$ cat src/rtl/core/bcc_pkg.sv
// Shared types and codes for the checked binomial coefficient block.
// No dependencies; imported by bcc_muldiv and binomial_coefficient_checked.
`default_nettype none
package bcc_pkg;

  localparam int unsigned ACC_W = 64;
  localparam int unsigned OPD_W = 31;

  localparam logic [1:0] ST_OK       = 2'd0;
  localparam logic [1:0] ST_INVALID  = 2'd1;
  localparam logic [1:0] ST_OVERFLOW = 2'd2;

  typedef struct packed {
    logic start;
  } md_ctl_t;

  typedef struct packed {
    logic done;
    logic ovf;
  } md_rsp_t;

endpackage
`default_nettype wire

$ cat src/rtl/core/bcc_muldiv.sv
// Bit-serial multiply of the running product by a factor, then (if no overflow)
// exact restoring division by a divisor, one bit per cycle. Depends on bcc_pkg.
`default_nettype none
module bcc_muldiv import bcc_pkg::*; (
  input  wire logic               clk,
  input  wire logic               rst_n,
  input  wire md_ctl_t            ctl,
  input  wire logic [ACC_W-1:0]   acc_in,
  input  wire logic [OPD_W-1:0]   factor_in,
  input  wire logic [OPD_W-1:0]   divisor_in,
  output md_rsp_t                 rsp,
  output logic [ACC_W-1:0]        result
);

  localparam logic [1:0] M_IDLE = 2'd0;
  localparam logic [1:0] M_MUL  = 2'd1;
  localparam logic [1:0] M_DIV  = 2'd2;

  logic [1:0]        state_r, state_nxt;
  logic [5:0]        cnt_r, cnt_nxt;
  logic [ACC_W-1:0]  mcand_r, mcand_nxt;
  logic [ACC_W-1:0]  hi_r, hi_nxt;
  logic [31:0]       lo_r, lo_nxt;
  logic [31:0]       rem_r, rem_nxt;
  logic [OPD_W-1:0]  div_r, div_nxt;
  md_rsp_t           rsp_r, rsp_nxt;
  logic [ACC_W:0]    sum;
  logic [32:0]       shrem;
  logic              ge;

  always_comb begin
    sum   = {1'b0, hi_r} + (lo_r[0] ? {1'b0, mcand_r} : '0);
    shrem = {rem_r, hi_r[ACC_W-1]};
    ge    = shrem >= {2'b00, div_r};
  end

  always_comb begin
    state_nxt = state_r;
    cnt_nxt   = cnt_r;
    mcand_nxt = mcand_r;
    hi_nxt    = hi_r;
    lo_nxt    = lo_r;
    rem_nxt   = rem_r;
    div_nxt   = div_r;
    rsp_nxt   = '0;
    unique case (state_r)
      M_IDLE: begin
        if (ctl.start) begin
          mcand_nxt = acc_in;
          lo_nxt    = {1'b0, factor_in};
          div_nxt   = divisor_in;
          hi_nxt    = '0;
          cnt_nxt   = '0;
          state_nxt = M_MUL;
        end
      end
      M_MUL: begin
        hi_nxt  = sum[ACC_W:1];
        lo_nxt  = {sum[0], lo_r[31:1]};
        cnt_nxt = cnt_r + 6'd1;
        if (cnt_r == 6'd31) begin
          cnt_nxt = '0;
          // The product's top 32 bits must be clear for it to fit in 64 bits.
          if (sum[ACC_W:33] != '0) begin
            rsp_nxt   = '{done: 1'b1, ovf: 1'b1};
            state_nxt = M_IDLE;
          end else begin
            hi_nxt    = {sum[32:1], sum[0], lo_r[31:1]};
            rem_nxt   = '0;
            state_nxt = M_DIV;
          end
        end
      end
      M_DIV: begin
        // The dividend shifts out at the top while quotient bits enter below.
        rem_nxt = ge ? 32'(shrem - {2'b00, div_r}) : shrem[31:0];
        hi_nxt  = {hi_r[ACC_W-2:0], ge};
        cnt_nxt = cnt_r + 6'd1;
        if (cnt_r == 6'd63) begin
          rsp_nxt   = '{done: 1'b1, ovf: 1'b0};
          state_nxt = M_IDLE;
        end
      end
      default: state_nxt = M_IDLE;
    endcase
  end

  always_ff @(posedge clk) begin
    if (!rst_n) begin
      state_r <= M_IDLE;
      rsp_r   <= '0;
      cnt_r   <= '0;
    end else begin
      state_r <= state_nxt;
      rsp_r   <= rsp_nxt;
      cnt_r   <= cnt_nxt;
    end
    mcand_r <= mcand_nxt;
    hi_r    <= hi_nxt;
    lo_r    <= lo_nxt;
    rem_r   <= rem_nxt;
    div_r   <= div_nxt;
  end

  assign rsp    = rsp_r;
  assign result = hi_r;

endmodule
`default_nettype wire

$ cat src/rtl/core/binomial_coefficient_checked.sv
// Checked binomial coefficient C(n, k) with a status code.
// Depends on bcc_pkg and bcc_muldiv.
//
//   Channel  Direction  Handshake            Payload
//   in_      input      in_valid / in_stall   in_n_total, in_k_chosen
//   out_     output     out_valid / out_stall out_coefficient, out_status
//
// One pair is worked on at a time. Each round of the product loop runs 32
// multiply steps and then 64 divide steps in the serial unit; a pair takes
// min(k, n-k) rounds, or fewer when the overflow check stops it early.
// Rejected arguments go from the check state straight to the output state.
// Reset is synchronous and leaves the block idle. A held result in the output
// register does not stop the next pair being taken.
`default_nettype none
module binomial_coefficient_checked import bcc_pkg::*; (
  input  wire logic        clk,
  input  wire logic        rst_n,
  input  wire logic        in_valid,
  output logic             in_stall,
  input  wire logic [31:0] in_n_total,
  input  wire logic [31:0] in_k_chosen,
  output logic             out_valid,
  input  wire logic        out_stall,
  output logic [31:0]      out_coefficient,
  output logic [1:0]       out_status
);

  localparam logic [2:0] S_IDLE  = 3'd0;
  localparam logic [2:0] S_CHECK = 3'd1;
  localparam logic [2:0] S_LOOP  = 3'd2;
  localparam logic [2:0] S_WAIT  = 3'd3;
  localparam logic [2:0] S_OUT   = 3'd4;

  logic [2:0]        state_r, state_nxt;
  logic [31:0]       n_r, n_nxt;
  logic [31:0]       k_r, k_nxt;
  logic [OPD_W-1:0]  kk_r, kk_nxt;
  logic [OPD_W-1:0]  i_r, i_nxt;
  logic [ACC_W-1:0]  acc_r, acc_nxt;
  logic [31:0]       res_coef_r, res_coef_nxt;
  logic [1:0]        res_status_r, res_status_nxt;
  logic              out_valid_r, out_valid_nxt;
  logic [31:0]       out_coef_r, out_coef_nxt;
  logic [1:0]        out_status_r, out_status_nxt;
  logic [OPD_W-1:0]  n_minus_k;
  logic              bad_args;
  md_ctl_t           md_ctl;
  md_rsp_t           md_rsp;
  logic [ACC_W-1:0]  md_result;
  logic              in_xfer;

  assign in_xfer   = in_valid && !in_stall;
  assign bad_args  = n_r[31] || k_r[31] || ($signed(k_r) > $signed(n_r));
  assign n_minus_k = n_r[OPD_W-1:0] - k_r[OPD_W-1:0];

  bcc_muldiv u_muldiv (
    .clk        (clk),
    .rst_n      (rst_n),
    .ctl        (md_ctl),
    .acc_in     (acc_r),
    .factor_in  (n_r[OPD_W-1:0] - i_r),
    .divisor_in (i_r + 31'd1),
    .rsp        (md_rsp),
    .result     (md_result)
  );

  always_comb begin
    state_nxt      = state_r;
    n_nxt          = n_r;
    k_nxt          = k_r;
    kk_nxt         = kk_r;
    i_nxt          = i_r;
    acc_nxt        = acc_r;
    res_coef_nxt   = res_coef_r;
    res_status_nxt = res_status_r;
    md_ctl         = '0;
    out_valid_nxt  = out_valid_r && out_stall;
    out_coef_nxt   = out_coef_r;
    out_status_nxt = out_status_r;
    unique case (state_r)
      S_IDLE: begin
        if (in_xfer) begin
          n_nxt     = in_n_total;
          k_nxt     = in_k_chosen;
          state_nxt = S_CHECK;
        end
      end
      S_CHECK: begin
        i_nxt   = '0;
        acc_nxt = 64'd1;
        if (bad_args) begin
          res_coef_nxt   = '0;
          res_status_nxt = ST_INVALID;
          state_nxt      = S_OUT;
        end else begin
          kk_nxt    = (k_r[OPD_W-1:0] > n_minus_k) ? n_minus_k : k_r[OPD_W-1:0];
          state_nxt = S_LOOP;
        end
      end
      S_LOOP: begin
        if (i_r == kk_r) begin
          if (acc_r[ACC_W-1:32] != '0) begin
            res_coef_nxt   = '0;
            res_status_nxt = ST_OVERFLOW;
          end else begin
            res_coef_nxt   = acc_r[31:0];
            res_status_nxt = ST_OK;
          end
          state_nxt = S_OUT;
        end else begin
          md_ctl.start = 1'b1;
          state_nxt    = S_WAIT;
        end
      end
      S_WAIT: begin
        if (md_rsp.done) begin
          if (md_rsp.ovf) begin
            res_coef_nxt   = '0;
            res_status_nxt = ST_OVERFLOW;
            state_nxt      = S_OUT;
          end else begin
            acc_nxt   = md_result;
            i_nxt     = i_r + 31'd1;
            state_nxt = S_LOOP;
          end
        end
      end
      S_OUT: begin
        if (!out_valid_r || !out_stall) begin
          out_valid_nxt  = 1'b1;
          out_coef_nxt   = res_coef_r;
          out_status_nxt = res_status_r;
          state_nxt      = S_IDLE;
        end
      end
      default: state_nxt = S_IDLE;
    endcase
  end

  always_ff @(posedge clk) begin
    if (!rst_n) begin
      state_r     <= S_IDLE;
      out_valid_r <= 1'b0;
    end else begin
      state_r     <= state_nxt;
      out_valid_r <= out_valid_nxt;
    end
    n_r          <= n_nxt;
    k_r          <= k_nxt;
    kk_r         <= kk_nxt;
    i_r          <= i_nxt;
    acc_r        <= acc_nxt;
    res_coef_r   <= res_coef_nxt;
    res_status_r <= res_status_nxt;
    out_coef_r   <= out_coef_nxt;
    out_status_r <= out_status_nxt;
  end

  assign in_stall        = (state_r != S_IDLE);
  assign out_valid       = out_valid_r;
  assign out_coefficient = out_coef_r;
  assign out_status      = out_status_r;

  // A result is only reported complete by the serial unit while it is awaited.
  a_done_in_wait: assert property (@(posedge clk) disable iff (!rst_n)
    md_rsp.done |-> (state_r == S_WAIT))
    else $error("serial unit finished outside a round");

  // A failed status always carries a zero coefficient.
  a_err_zero: assert property (@(posedge clk) disable iff (!rst_n)
    (out_valid && out_status != ST_OK) |-> (out_coefficient == '0))
    else $error("error result with non-zero coefficient");

  // A new pair is only taken when the previous one has gone to the output.
  a_take_idle: assert property (@(posedge clk) disable iff (!rst_n)
    in_xfer |=> (state_r == S_CHECK))
    else $error("transfer accepted while busy");

  // The round counter never passes the reduced k.
  a_i_bound: assert property (@(posedge clk) disable iff (!rst_n)
    (state_r == S_LOOP || state_r == S_WAIT) |-> (i_r <= kk_r))
    else $error("round counter beyond k");

endmodule
`default_nettype wire
$ cat config.mk
export PLATFORM = sky130hd
export DESIGN_NAME = binomial_coefficient_checked
export DESIGN_NICKNAME = d
export VERILOG_FILES = /design/src/rtl/core/bcc_pkg.sv /design/src/rtl/core/bcc_muldiv.sv /design/src/rtl/core/binomial_coefficient_checked.sv
export SDC_FILE = /design/constraint.sdc
export NUM_CORES = 1
export LEC_CHECK = 0
export BUFFER_PORTS_ARGS = -buffer_cell sky130_fd_sc_hd__buf_2
export CAP_MARGIN = 20
export CORE_ASPECT_RATIO = 1.25
export CORE_MARGIN = 1
export CORE_UTILIZATION = 50
export DETAILED_ROUTE_END_ITERATION = 10
export HOLD_SLACK_MARGIN = 0.06
export MAX_ROUTING_LAYER = met4
export PLACE_DENSITY = 0.77
export REMOVE_ABC_BUFFERS = 1
export SYNTH_ARGS = -nofsm -noshare
export SYNTH_HDL_FRONTEND = slang
export SYNTH_SLANG_ARGS = --single-unit
export TNS_END_PERCENT = 30
$ cat constraint.sdc
create_clock -name clk -period 8.2 [get_ports clk]
set_clock_uncertainty 0.2 [all_clocks]
set_input_delay 1.23 -clock clk [delete_from_list [all_inputs] [get_ports clk]]
set_output_delay 1.23 -clock clk [all_outputs]
set_load 0.1 [all_outputs]
==> impl_metrics.csv <==
group,metric,value,unit
place,hpwlAfterDp,64800,um
critical_path,crit_fanout,27,
synthesis,synth-main-ff-cell,"edfxtp_1",
synthesis,ys_seq_elements,495,
min_path,hold_class,"reg2reg",
clock_network,path_clk_slew,0.06,ns
layout,finalInstanceArea,33900,um^2
clock_network,hold_buffers,0,
timing,setup_viol,0,
layout,final_common_cell,"edfxtp_1",
place,placed_area,32100,um^2
routing,wire_per_inst,21.8,um
synthesis,synth.avg_cell_area,10.4,um^2
clock_network,htree_levels,2,
timing,final.min_clock_period,6.70,ns
global_route,grt_pass1_vias,22300,
min_path,hold_depth,0,
global_route,grt_max_degree,70,
die,die_x,224,um
critical_path,arrival,6.87,ns
global_route,grt_usage,27.7,%
die,initial_core_util,50.7,%
place,dp.cells,3786,
die,core.rowCount,101,
clock_network,cts-resized-gates,0,
place,io_buffers,103,
clock_network,postCtsSetupBuffers,0,
power_and_ir_drop,peakVddDrop,170,uV
place,gp_congestion,1.01,
global_route,grt_first_pass_wirelength,128000,um
critical_path,critPathRequiredTime,8.36,ns
timing,fmax,149,MHz
routing,drcViolationCount,0,
timing,hold_viol,0,
layout,fillers,5266,
layout,nNetsFinal,3311,
run,drv_cap,0,
clock_network,cts_tree,"yes",
clock_network,clock-root-buffer,"clkbuf_16",
layout,stdcell_count,3883,
routing,vias_per_cell,5.85,
layout,fin_util,55.8,%
run_status,status,"completed",
clock_network,cts_buffers,51,
critical_path,startpoint,"n_r[1]",
layout,syn2layout_area_growth,10.2,%
layout,drive_gt1_share,8.47,%
routing,drt-initial-drc-count,1853,
die,ios,104,
power_and_ir_drop,pwr_density_cell,178,nW/um^2
synthesis,yosys_warnings,0,
clock_network,cts_sinks,495,
synthesis,synth-edff-count,481,
critical_path,reg2reg_from,"n_r[1]",
critical_path,end_kind,"flip-flop",
die,die_h,279,um
critical_path,critPathLaunchType,"flip-flop",
synthesis,synth.distinct_cells,84,
power_and_ir_drop,total_power,6.03,mW
min_path,hp-start,"res_coef_r[27]",
routing,dr.pass1.iters,5,
routing,wl,84500,um
timing,whs,0.219,ns
clock_network,clk_latency,0.64,ns
timing,fin_crit_sh,81.7,%
synthesis,synth_area,30800,um^2
routing,ant_nets,0,
clock_network,clk_path_buf_depth,3,
timing,worst_slack,1.50,ns
global_route,grt-ovfl-total,0,
timing,rsz0062_at_grt,"no",
critical_path,r2r_cells,27,
synthesis,synthArstFlopShare,0,%
timing,tightestPinTransition,1.09,ns
routing,vias,22700,
power_and_ir_drop,leakage,13.3,nW
synthesis,syn_inst,2949,
die,coreArea,60800,um^2
layout,final_cell_mix,"481 x edfxtp_1, 227 x and2_1, 224 x nand2_1, 223 x ha_1, 206 x a21oi_1",
layout,area.sequential,14700,um^2
timing,setup_tns,0,ns
layout,multiInputGateArea,15000,um^2
critical_path,critical_path_class,"reg2reg",
timing,finalMaxSlewViolations,0,
global_route,antenna_found_initial,0,
timing,maxSlewHeadroom,27.4,%
die,die_area,62600,um^2
place,pre_cts_ws,1.66,ns
synthesis,ys_seq_area_share,47.8,%
area by class of cell:
cell class,count,share of cell area [%]
timing repair buffer,129,2.09
tap,824,3.04
antenna,1,0.00738
clock buffer,64,4.09
sequential,495,43.4
clock inverter,32,1.22
inverter,184,2.04
multi-input combinational,2154,44.1
metal layers:
layer	wire [um]	vias to the layer above	global-route usage, %
li1	-	10900	-
met1	33100	10900	31.4
met2	42200	736	48.0
met3	3840	201	2.86
met4	5320	0	15.2
met5	0	-	-
synthesized netlist by cell type (6+ instances only):
library cell	count	area [um^2]
mux2i_1	90	901
nor2b_1	52	325
a21o_1	92	691
buf_2	26	130
dfxtp_1	14	280
a221oi_1	7	61.3
nor3b_1	7	52.6
and2_1	229	1430
edfxtp_1	481	14400
xor2_1	81	709
a22o_1	6	52.6
o21ai_1	30	150
a31oi_1	11	68.8
nor2_1	137	514
xnor2_1	101	885
or4_1	7	52.6
nand2_1	224	841
o21a_1	28	210
and4_1	7	61.3
a21boi_0	14	105
o21ai_0	148	741
nand4_1	62	388
and3_1	20	125
nor3_1	44	220
clkbuf_1	79	297
or3_1	29	181
o21bai_1	24	180
or2_2	13	81.3
a211oi_1	21	158
a21oi_1	207	1040
o31ai_1	14	105
ha_1	224	2800
nand2b_1	31	194
inv_1	184	691
o22ai_1	6	37.5
a211o_1	8	70.1
nand3_1	45	225
o211ai_1	21	158
nor4_1	26	163
final timing paths:
kind | slack [ns] | to
max | 1.50 | kk_r[22]
min | 0.22 | out_coefficient[27]
max reg2reg | 1.50 | kk_r[22]
min reg2reg | 0.22 | out_coefficient[27]
registers in the layout (all words and copies together) (netlist names), 2 cells and up:
name              cells
acc_r                64
u_muldiv.mcand_r     64
u_muldiv.result      64
k_r                  32
n_r                  32
out_coefficient      32
res_coef_r           32
u_muldiv.lo_r        32
u_muldiv.rem_r       32
i_r                  31
kk_r                 31
u_muldiv.div_r       31
u_muldiv.cnt_r        6
state_r               3
out_status            2
res_status_r          2
u_muldiv.rsp          2
u_muldiv.state_r      2
worst max-delay path: stages (launching register included):
cell and delay, ns:
edfxtp_1 0.43, inv_1 0.11, ha_1 0.34, nor2b_1 0.15
o21ai_0 0.23, a21oi_1 0.12, o21ai_0 0.27, a21boi_0 0.19
o2111ai_1 0.26, a31oi_1 0.23, a21o_1 0.27, a2111oi_0 0.57
nor3_1 0.15, a31o_2 0.28, xnor2_1 0.14, ha_1 0.19
a21o_1 0.17, a21o_1 0.17, a21oi_1 0.13, nor2b_1 0.05
o21ai_0 0.14, nand2b_1 0.07, a21oi_1 0.14, nor2b_1 0.06
a2111oi_0 0.61, a41oi_4 0.18, buf_4 0.37, mux2i_1 0.18
kinds of logic (layout without fill, tap and decap cells):
kind of cell             after synthesis  count (layout)  share of synthesized area [%]
buffers and inverters                300             409                           3.93
AND/OR/NAND/NOR                      944             944                           16.1
AO/OA/AOI/OAI                        706             706                           14.6
XOR/XNOR                             182             182                           5.18
flip-flops                           495             495                           47.8
multiplexers                          94              94                           3.07
adder cells (fa/ha/maj)              228             228                           9.36
other                                  0               1                              0
power breakdown:
group / switching (mW) / internal, mW
logic: 0.383 / 0.253
clock network: 1.04 / 1.46
registers: 0.0484 / 2.85
total: 1.47 / 4.56
No activity file was read; power rests on OpenSTA's default activity.
